==> src/sv/eptc_pkg.sv <==
// ----------------------------------------------------------------------------
// eptc_pkg: shared constants for the epoch seconds to calendar unit
// Reciprocal multipliers for the constant divisions, calendar constants and
// the leap year helpers used by the date path.
// ----------------------------------------------------------------------------
package eptc_pkg;

  localparam int unsigned PIPE_DEPTH = 8;

  localparam logic [16:0] SECS_PER_DAY       = 17'd86400;
  localparam logic [11:0] SECS_PER_HOUR      = 12'd3600;
  localparam logic [5:0]  SECS_PER_MIN       = 6'd60;
  localparam logic [8:0]  DAYS_PER_YEAR      = 9'd365;
  localparam logic [8:0]  DAYS_PER_LEAP_YEAR = 9'd366;
  localparam logic [11:0] EPOCH_YEAR         = 12'd1970;
  localparam logic [11:0] LEAPS_BEFORE_EPOCH = 12'd477;
  localparam logic [11:0] CENTURY_2000       = 12'd2000;
  localparam logic [11:0] CENTURY_2100       = 12'd2100;
  localparam logic [4:0]  LAST_DAY_DEC       = 5'd31;
  localparam logic [3:0]  MONTH_DEC          = 4'd11;
  localparam logic [3:0]  MONTH_MAR          = 4'd2;

  // t / 86400 = (t >> 7) / 675; reciprocal exact for 25-bit dividends
  localparam int unsigned DAY_SHIFT  = 35;
  localparam logic [25:0] DAY_MUL    = 26'((64'd1 << DAY_SHIFT) / 64'd675 + 64'd1);
  // days / 365 for 16-bit dividends
  localparam int unsigned YEAR_SHIFT = 25;
  localparam logic [16:0] YEAR_MUL   = 17'((64'd1 << YEAR_SHIFT) / 64'd365 + 64'd1);
  // sod / 3600 = (sod >> 4) / 225 for 13-bit dividends
  localparam int unsigned HOUR_SHIFT = 21;
  localparam logic [13:0] HOUR_MUL   = 14'((64'd1 << HOUR_SHIFT) / 64'd225 + 64'd1);
  // rem / 60 for 12-bit dividends
  localparam int unsigned MIN_SHIFT  = 18;
  localparam logic [12:0] MIN_MUL    = 13'((64'd1 << MIN_SHIFT) / 64'd60 + 64'd1);

  function automatic logic leap_year(input logic [11:0] year);
    return (year[1:0] == 2'b00) && (year != CENTURY_2100);
  endfunction

  // leap days in the years 1970 .. year-1
  function automatic logic [5:0] leap_days_before(input logic [11:0] year);
    logic [11:0] c100;
    logic [11:0] c400;
    logic [11:0] n;
    c100 = (year >= CENTURY_2100) ? 12'd21 : ((year >= CENTURY_2000) ? 12'd20 : 12'd19);
    c400 = (year >= CENTURY_2000) ? 12'd5 : 12'd4;
    n = {2'b00, year[11:2]} - c100 + c400 - LEAPS_BEFORE_EPOCH - 12'(leap_year(year));
    return n[5:0];
  endfunction

  // first day of each month counted from 0, one day later from March on in a leap year
  function automatic logic [8:0] month_start(input logic [3:0] idx, input logic leap);
    logic [8:0] base;
    case (idx)
      4'd0:    base = 9'd0;
      4'd1:    base = 9'd31;
      4'd2:    base = 9'd59;
      4'd3:    base = 9'd90;
      4'd4:    base = 9'd120;
      4'd5:    base = 9'd151;
      4'd6:    base = 9'd181;
      4'd7:    base = 9'd212;
      4'd8:    base = 9'd243;
      4'd9:    base = 9'd273;
      4'd10:   base = 9'd304;
      default: base = 9'd334;
    endcase
    return base + 9'(leap && (idx >= MONTH_MAR));
  endfunction

endpackage

==> src/sv/eptc_day_split.sv <==
// ----------------------------------------------------------------------------
// eptc_day_split: whole days and second of day
// Two register stages: reciprocal divide by 86400, then the remainder.
// ----------------------------------------------------------------------------
module eptc_day_split (
  input  logic        clk,
  input  logic        advance,
  input  logic [31:0] epoch_seconds,
  output logic [15:0] days,
  output logic [16:0] sod
);
  import eptc_pkg::*;

  logic [31:0] t1;
  logic [15:0] days1;
  logic [50:0] dprod;
  logic [32:0] dsecs;

  assign dprod = 51'(epoch_seconds[31:7]) * 51'(DAY_MUL);
  assign dsecs = 33'(days1) * 33'(SECS_PER_DAY);

  always_ff @(posedge clk) begin
    if (advance) begin
      t1    <= epoch_seconds;
      days1 <= dprod[DAY_SHIFT +: 16];
      days  <= days1;
      sod   <= 17'(t1 - dsecs[31:0]);
    end
  end

endmodule

==> src/sv/eptc_clock_unit.sv <==
// ----------------------------------------------------------------------------
// eptc_clock_unit: hour, minute and second from the second of day
// Six register stages; the first four hold one multiply each, the last two delay.
// ----------------------------------------------------------------------------
module eptc_clock_unit (
  input  logic        clk,
  input  logic        advance,
  input  logic [16:0] sod,
  output logic [4:0]  hour_of_day,
  output logic [5:0]  minute_of_hour,
  output logic [5:0]  second_of_minute
);
  import eptc_pkg::*;

  logic [16:0] sod3;
  logic [4:0]  hour3, hour4, hour5, hour6, hour7;
  logic [11:0] rem4, rem5;
  logic [5:0]  min5, min6, min7;
  logic [5:0]  sec6, sec7;
  logic [26:0] hprod;
  logic [16:0] hsecs;
  logic [24:0] mprod;
  logic [11:0] msecs;

  assign hprod = 27'(sod[16:4]) * 27'(HOUR_MUL);
  assign hsecs = 17'(hour3) * 17'(SECS_PER_HOUR);
  assign mprod = 25'(rem4) * 25'(MIN_MUL);
  assign msecs = 12'(min5) * 12'(SECS_PER_MIN);

  always_ff @(posedge clk) begin
    if (advance) begin
      sod3  <= sod;
      hour3 <= hprod[HOUR_SHIFT +: 5];
      hour4 <= hour3;
      rem4  <= 12'(sod3 - hsecs);
      hour5 <= hour4;
      rem5  <= rem4;
      min5  <= mprod[MIN_SHIFT +: 6];
      hour6 <= hour5;
      min6  <= min5;
      sec6  <= 6'(rem5 - msecs);
      hour7 <= hour6;
      min7  <= min6;
      sec7  <= sec6;
      hour_of_day      <= hour7;
      minute_of_hour   <= min7;
      second_of_minute <= sec7;
    end
  end

endmodule

==> src/sv/eptc_date_unit.sv <==
// ----------------------------------------------------------------------------
// eptc_date_unit: year, month and day from the day count
// Six register stages: year estimate, day within estimate, year correction,
// day of year, month search, day of month.
// ----------------------------------------------------------------------------
module eptc_date_unit (
  input  logic        clk,
  input  logic        advance,
  input  logic [15:0] days,
  output logic [4:0]  day_of_month,
  output logic [3:0]  month_number,
  output logic [11:0] year_number
);
  import eptc_pkg::*;

  logic [15:0] days3;
  logic [7:0]  n3, n4;
  logic [8:0]  rem4;
  logic [5:0]  lb4;
  logic [11:0] year5, year6, year7;
  logic [9:0]  rem5;
  logic [8:0]  doy6, doy7;
  logic        leap6, leap7;
  logic [3:0]  midx7;
  logic        over7;

  logic [32:0] yprod;
  logic [16:0] ydays;
  logic        corr;
  logic [5:0]  lb5;
  logic [3:0]  midx;
  logic [8:0]  mstart;

  assign yprod  = 33'(days) * 33'(YEAR_MUL);
  assign ydays  = 17'(n3) * 17'(DAYS_PER_YEAR);
  assign corr   = rem4 < 9'(lb4);
  assign lb5    = leap_days_before(year5);
  assign mstart = month_start(midx7, leap7);

  always_comb begin
    midx = '0;
    for (int k = 1; k < 12; k++) begin
      midx = midx + 4'(doy6 >= month_start(4'(k), leap6));
    end
  end

  always_ff @(posedge clk) begin
    if (advance) begin
      days3 <= days;
      n3    <= yprod[YEAR_SHIFT +: 8];
      n4    <= n3;
      rem4  <= 9'(days3 - ydays[15:0]);
      lb4   <= leap_days_before(EPOCH_YEAR + 12'(n3));
      year5 <= EPOCH_YEAR + 12'(n4) - 12'(corr);
      rem5  <= 10'(rem4) + (corr ? 10'(DAYS_PER_YEAR) : 10'd0);
      year6 <= year5;
      leap6 <= leap_year(year5);
      doy6  <= (rem5 >= 10'(lb5)) ? 9'(rem5 - 10'(lb5)) : 9'd0;
      year7 <= year6;
      leap7 <= leap6;
      doy7  <= doy6;
      midx7 <= midx;
      over7 <= doy6 >= (leap6 ? DAYS_PER_LEAP_YEAR : DAYS_PER_YEAR);
      year_number  <= year7;
      month_number <= over7 ? (MONTH_DEC + 4'd1) : (midx7 + 4'd1);
      day_of_month <= over7 ? LAST_DAY_DEC : 5'(doy7 - mstart + 9'd1);
    end
  end

endmodule

==> src/sv/epoch_seconds_to_calendar_unit.sv <==
// ----------------------------------------------------------------------------
// epoch_seconds_to_calendar_unit: seconds since 1970 to Gregorian date
// Usage: present a 32-bit unsigned second count on epoch_seconds with
// epoch_valid; it is taken on a transfer (epoch_valid and epoch_ready high).
// The date comes out on date_valid/date_ready with day, month, year, hour,
// minute and second each on a port of its own.
// Throughput: one conversion per cycle while the output is not stalled; the
// 8-stage register pipeline spreads the multiplies and compares over its
// stages, and all stages move together on a common advance.
// Stall: while the last stage holds a date that date_ready does not take,
// the whole pipeline holds and epoch_ready is low; nothing is dropped.
// Reset: rst (synchronous) clears the stage valid bits; the pipeline is
// then empty and ready at once.
// ----------------------------------------------------------------------------
module epoch_seconds_to_calendar_unit (
  input  logic        clk,
  input  logic        rst,
  input  logic        epoch_valid,
  output logic        epoch_ready,
  input  logic [31:0] epoch_seconds,
  output logic        date_valid,
  input  logic        date_ready,
  output logic [4:0]  day_of_month,
  output logic [3:0]  month_number,
  output logic [11:0] year_number,
  output logic [4:0]  hour_of_day,
  output logic [5:0]  minute_of_hour,
  output logic [5:0]  second_of_minute
);
  import eptc_pkg::*;

  logic [PIPE_DEPTH-1:0] vld;
  logic                  advance;
  logic [15:0]           days;
  logic [16:0]           sod;

  assign advance     = !vld[PIPE_DEPTH-1] || date_ready;
  assign epoch_ready = advance;
  assign date_valid  = vld[PIPE_DEPTH-1];

  always_ff @(posedge clk) begin
    if (rst) begin
      vld <= '0;
    end else if (advance) begin
      vld <= {vld[PIPE_DEPTH-2:0], epoch_valid};
    end
  end

  eptc_day_split u_split (
    .clk           (clk),
    .advance       (advance),
    .epoch_seconds (epoch_seconds),
    .days          (days),
    .sod           (sod)
  );

  eptc_clock_unit u_clock (
    .clk              (clk),
    .advance          (advance),
    .sod              (sod),
    .hour_of_day      (hour_of_day),
    .minute_of_hour   (minute_of_hour),
    .second_of_minute (second_of_minute)
  );

  eptc_date_unit u_date (
    .clk          (clk),
    .advance      (advance),
    .days         (days),
    .day_of_month (day_of_month),
    .month_number (month_number),
    .year_number  (year_number)
  );

`ifndef NO_ASSERTIONS
  a_hold_on_stall: assert property (@(posedge clk) disable iff (rst)
    !advance |=> vld == $past(vld))
    else $error("pipeline moved while stalled");

  a_month_range: assert property (@(posedge clk) disable iff (rst)
    date_valid |-> month_number >= 4'd1 && month_number <= 4'd12 &&
                   day_of_month >= 5'd1)
    else $error("month or day out of range");

  a_year_range: assert property (@(posedge clk) disable iff (rst)
    date_valid |-> year_number >= 12'd1970 && year_number <= 12'd2106)
    else $error("year out of range");

  a_time_range: assert property (@(posedge clk) disable iff (rst)
    date_valid |-> hour_of_day < 5'd24 && minute_of_hour < 6'd60 &&
                   second_of_minute < 6'd60)
    else $error("time of day out of range");
`endif

endmodule
==> config.mk <==
export PLATFORM = sky130hd
export DESIGN_NAME = epoch_seconds_to_calendar_unit
export DESIGN_NICKNAME = d
export VERILOG_FILES = /design/src/sv/eptc_pkg.sv /design/src/sv/eptc_day_split.sv /design/src/sv/eptc_clock_unit.sv /design/src/sv/eptc_date_unit.sv /design/src/sv/epoch_seconds_to_calendar_unit.sv
export SDC_FILE = /design/constraint.sdc
export NUM_CORES = 2
export LEC_CHECK = 0
export ABC_AREA = 1
export BUFFER_PORTS_ARGS = -buffer_cell sky130_fd_sc_hd__clkbuf_2
export CAP_MARGIN = 20
export CORE_MARGIN = 5
export CORE_UTILIZATION = 55
export CTS_BUF_LIST = sky130_fd_sc_hd__clkbuf_2
export DETAILED_ROUTE_END_ITERATION = 8
export PLACE_DENSITY_LB_ADDON = 0.25
export SLEW_MARGIN = 15
export SYNTH_ARGS = -nofsm -noshare
export SYNTH_HDL_FRONTEND = slang
export SYNTH_SLANG_ARGS = --single-unit
==> constraint.sdc <==
create_clock -name clk -period 6.63 [get_ports clk]
set_clock_uncertainty 0.15 [all_clocks]
set_input_delay 0.663 -clock clk [delete_from_list [all_inputs] [get_ports clk]]
set_output_delay 0.663 -clock clk [all_outputs]
set_load 0.03 [all_outputs]
==> results by group <==
Drt
  – Routed Antenna Nets: 0
  – WL/cell: 15.2 µm
  – Residual DRC: 0
  – Drt first pass iters: 5
  – WL final: approximately 75000 µm
  – Vias per std cell: 5.03
  – Vias: between 20000 and 25000
  – 1st-iter DRT viols: around 1300

Cells and area
  – FILL cells: 5617
  – P&R area growth vs syn: 7.17%
  – Nets: ~5000
  – Final core occ: roughly three fifths
  – Layout cells sized above 1: 6.65%

Placement
  – Routability cong.: 0.974
  – Hpwl dp: between 60000 and 70000 µm
  – # port buffers: 75

Logic synthesis
  – Synth Instances: ~3800
  – Post-Syn Area: 0.0358 mm²
  – Net Count, Synth: 4923
  – Yosys reg bits: 309
  – Post-synthesis sequential area ratio: 25.6%
  – Cell variety after synth: 50
  – Synth warn: 0
  – Ys async rst share: 0%
  – EDFF count, synth: around 300
  – Syn avg cell area: 9.38 µm²
  – Primary FF master, synth: edfxtp_1

STA
  – Final setup vio count: 0
  – Hold Fails Final Rpt: 0
  – Max-slew headroom: 43.2%
  – Final Cycle Share: around 87%
  – Worst-Margin Slew: ~0.85 ns
  – RSZ-0062 raised after global routing: false
  – Fmax: 173 MHz
  – Clock period minus worst slack: between 5 and 6 ns
  – Final setup TNS: 0 ns
  – Max Slew Vio Count: 0

CTS
  – Clock-pin slew on the worst setup and hold paths: ~0.11 ns
  – Max H-tree Level: 3
  – CTS tree: done
  – Hold_buf cts: 20
  – Root cell of the clock tree: clkbuf_2
  – Post-CTS setup buffers: 0
  – Total CTS buffers: 79
  – Clock buffer depth: 3
  – Clk_lat worst skew: 1.01 ns
  – Clock sinks: around 300
  – Post-cts resize count: 0

Setup path
  – WP data required: 7.21 ns
  – CP Cell Sequence: dlygate4sd3_1, clkbuf_2, inv_1, fa_1, fa_1, inv_1, fa_1, inv_1, fa_1, fa_1, fa_1, inv_1, ha_1, nand2_1, inv_1, a21oi_1, inv_1, a21oi_1, nor2_1, nor2_1, nand2_1, nand2_1, nand2_1
  – Critical path peak fanout: 6
  – Crit path DAT: roughly 6.4 ns
  – CP max stage delay: 0.62 ns
  – CP Class: primary input to register
  – CP max stage cell: fa_1
  – Setup crit end kind: register
  – Crit start category: primary input

Floorplanning
  – Die area: approximately 0.07 mm²
  – Top Ports: 76
  – CORE AREA: 0.0645 mm²
  – Row count: 93
  – Initial Util: ~55%
  – Vert. Die Dim: about 270 µm
  – Die W: roughly 270 µm

Status
  – Status: finished, final reports clean

Global route
  – Global-route wire length before repair: about 120000 µm
  – Total gr overflow: 0
  – Total GRT Usage: between 20% and 30%
  – Vias in the first global route: about 25000
  – Largest net degree at the start of global routing: 152
  – Antenna violations before repair: 4

Run
  – Max-Cap Viols: 0

Min path
  – Class of the tightest hold or removal check: primary input to register
==> logic make-up after synthesis <==
family | synth area share, %
AOI/OAI and AO/OA | 4.96
xor gates and xnor gates | 2.03
adders and majority gates | 44.7
buffers and inverters | 10.7
DFF | 25.6
and+or+nand+nor | 12.0
==> path summary, 6_finish.rpt <==
check | from | end | slack (ns) | cells after the start
setup / recovery | epoch_seconds[15] | u_split.days1[1]$_DFFE_PN_ | 0.84 | 23
setup reg to reg | u_split.days[7]$_DFFE_PN_ | u_date.n3[7]$_DFFE_PN_ | 1.17 | 16
hold reg to reg | u_date.year6[0]$_DFFE_PN_ | u_date.year7[0]$_DFFE_PN_ | 0.26 | 0
hold / removal | epoch_seconds[5] | u_split.t1[5]$_DFFE_PN_ | 0.26 | 2
==> registers in the layout (all words and copies together) (netlist names), 9 cells and up, named ones only <==
| name | cells |
|---|---|
| u_split.sod | 17 |
| u_split.t1 | 17 |
| u_split.days1 | 16 |
| u_split.days | 16 |
| u_clock.rem4 | 12 |
| u_clock.sod3 | 12 |
| u_date.year5 | 12 |
| u_date.year6 | 12 |
| u_date.year7 | 12 |
| u_date.year_number | 12 |
| u_date.rem5 | 10 |
| u_date.days3 | 9 |
| u_date.doy6 | 9 |
| u_date.rem4 | 9 |
==> through the flow <==
step	worst slack, ns	instances	instance area, µm²	hold slack [ns]
6_report	0.839	4917	38300	0.257
5_1_grt	0.626	4915	38300	0.164
4_1_cts	0.982	4913	38300	0.0482
3_5_place_dp	0.320	4753	37300	0.255
3_3_place_gp	0.381	4753	37300	0.250
2_1_floorplan	0.915	3813	35800	0.250
==> cell usage after synthesis, types with 6 or more instances <==
cell | count | area [µm²]
nor3_1 | 16 | 80.1
nand2_2 | 11 | 68.8
nor2_2 | 13 | 81.3
xor2_1 | 54 | 473
nand4_1 | 41 | 257
nor3_2 | 6 | 60.1
nand2_1 | 609 | 2290
a21o_1 | 8 | 60.1
inv_1 | 1001 | 3760
o21a_1 | 8 | 60.1
a31oi_1 | 14 | 87.6
or2_2 | 8 | 50.1
inv_2 | 8 | 30.0
edfxtp_1 | 296 | 8890
o21ai_0 | 76 | 380
ha_1 | 734 | 9180
fa_1 | 340 | 6810
o31ai_1 | 6 | 45.0
a21oi_1 | 160 | 801
o21bai_1 | 17 | 128
dfxtp_1 | 13 | 260
nor2_1 | 176 | 661
xnor2_1 | 29 | 254
nand3_1 | 106 | 531
==> critical path, delay by kind of cell <==
family | cells | cell delay [ns]
AOI/OAI and AO/OA | 2 | 0.47
adders and majority gates | 7 | 3.49
buffers and inverters | 8 | 1.22
and+or+nand+nor | 6 | 0.52
==> cell usage in the layout, fill, tap and decap left out, drive strengths merged, types with 2 or more instances in the layout <==
master	n
a21o	8
o31ai	6
nand3b	5
ha	734
clkbuf	181
diode	4
o21bai	17
nand3	108
clkinvlp	2
nand4	42
buf	15
nor2	194
inv	1010
o211ai	5
o41ai	2
edfxtp	296
clkinv	29
a31oi	14
dfxtp	13
nor4	5
a21oi	160
and2	3
dlygate4sd3	20
fa	340
a211oi	5
bufinv	5
o221ai	3
or2	11
a21boi	3
xnor2	29
xor2	54
nor3	22
nand2	620
o21ai	82
o21a	8
==> cell type report <==
class	instances	area (µm²)	share of cell area, %
multi-input cells	2487	22800	59.4
clock inverters	34	285	0.744
inverters	1012	3800	9.91
repair buffers	110	701	1.83
flip-flops and latches	309	9150	23.9
well taps	855	1070	2.79
clock buffers	106	531	1.38
diodes	4	10.0	0.0261
==> routing by layer <==
metal / share of wire (%) / GRT usage [%]
met1: 44 / 28.8
met2: 47 / 36.5
met3: 5.7 / 4.36
met4: 2.8 / 6.38
met5: 0.017 / 0
Power is left out: the tool's default activity adds up to more than one toggle a clock period on the data nets, which glitch-free logic cannot reach.
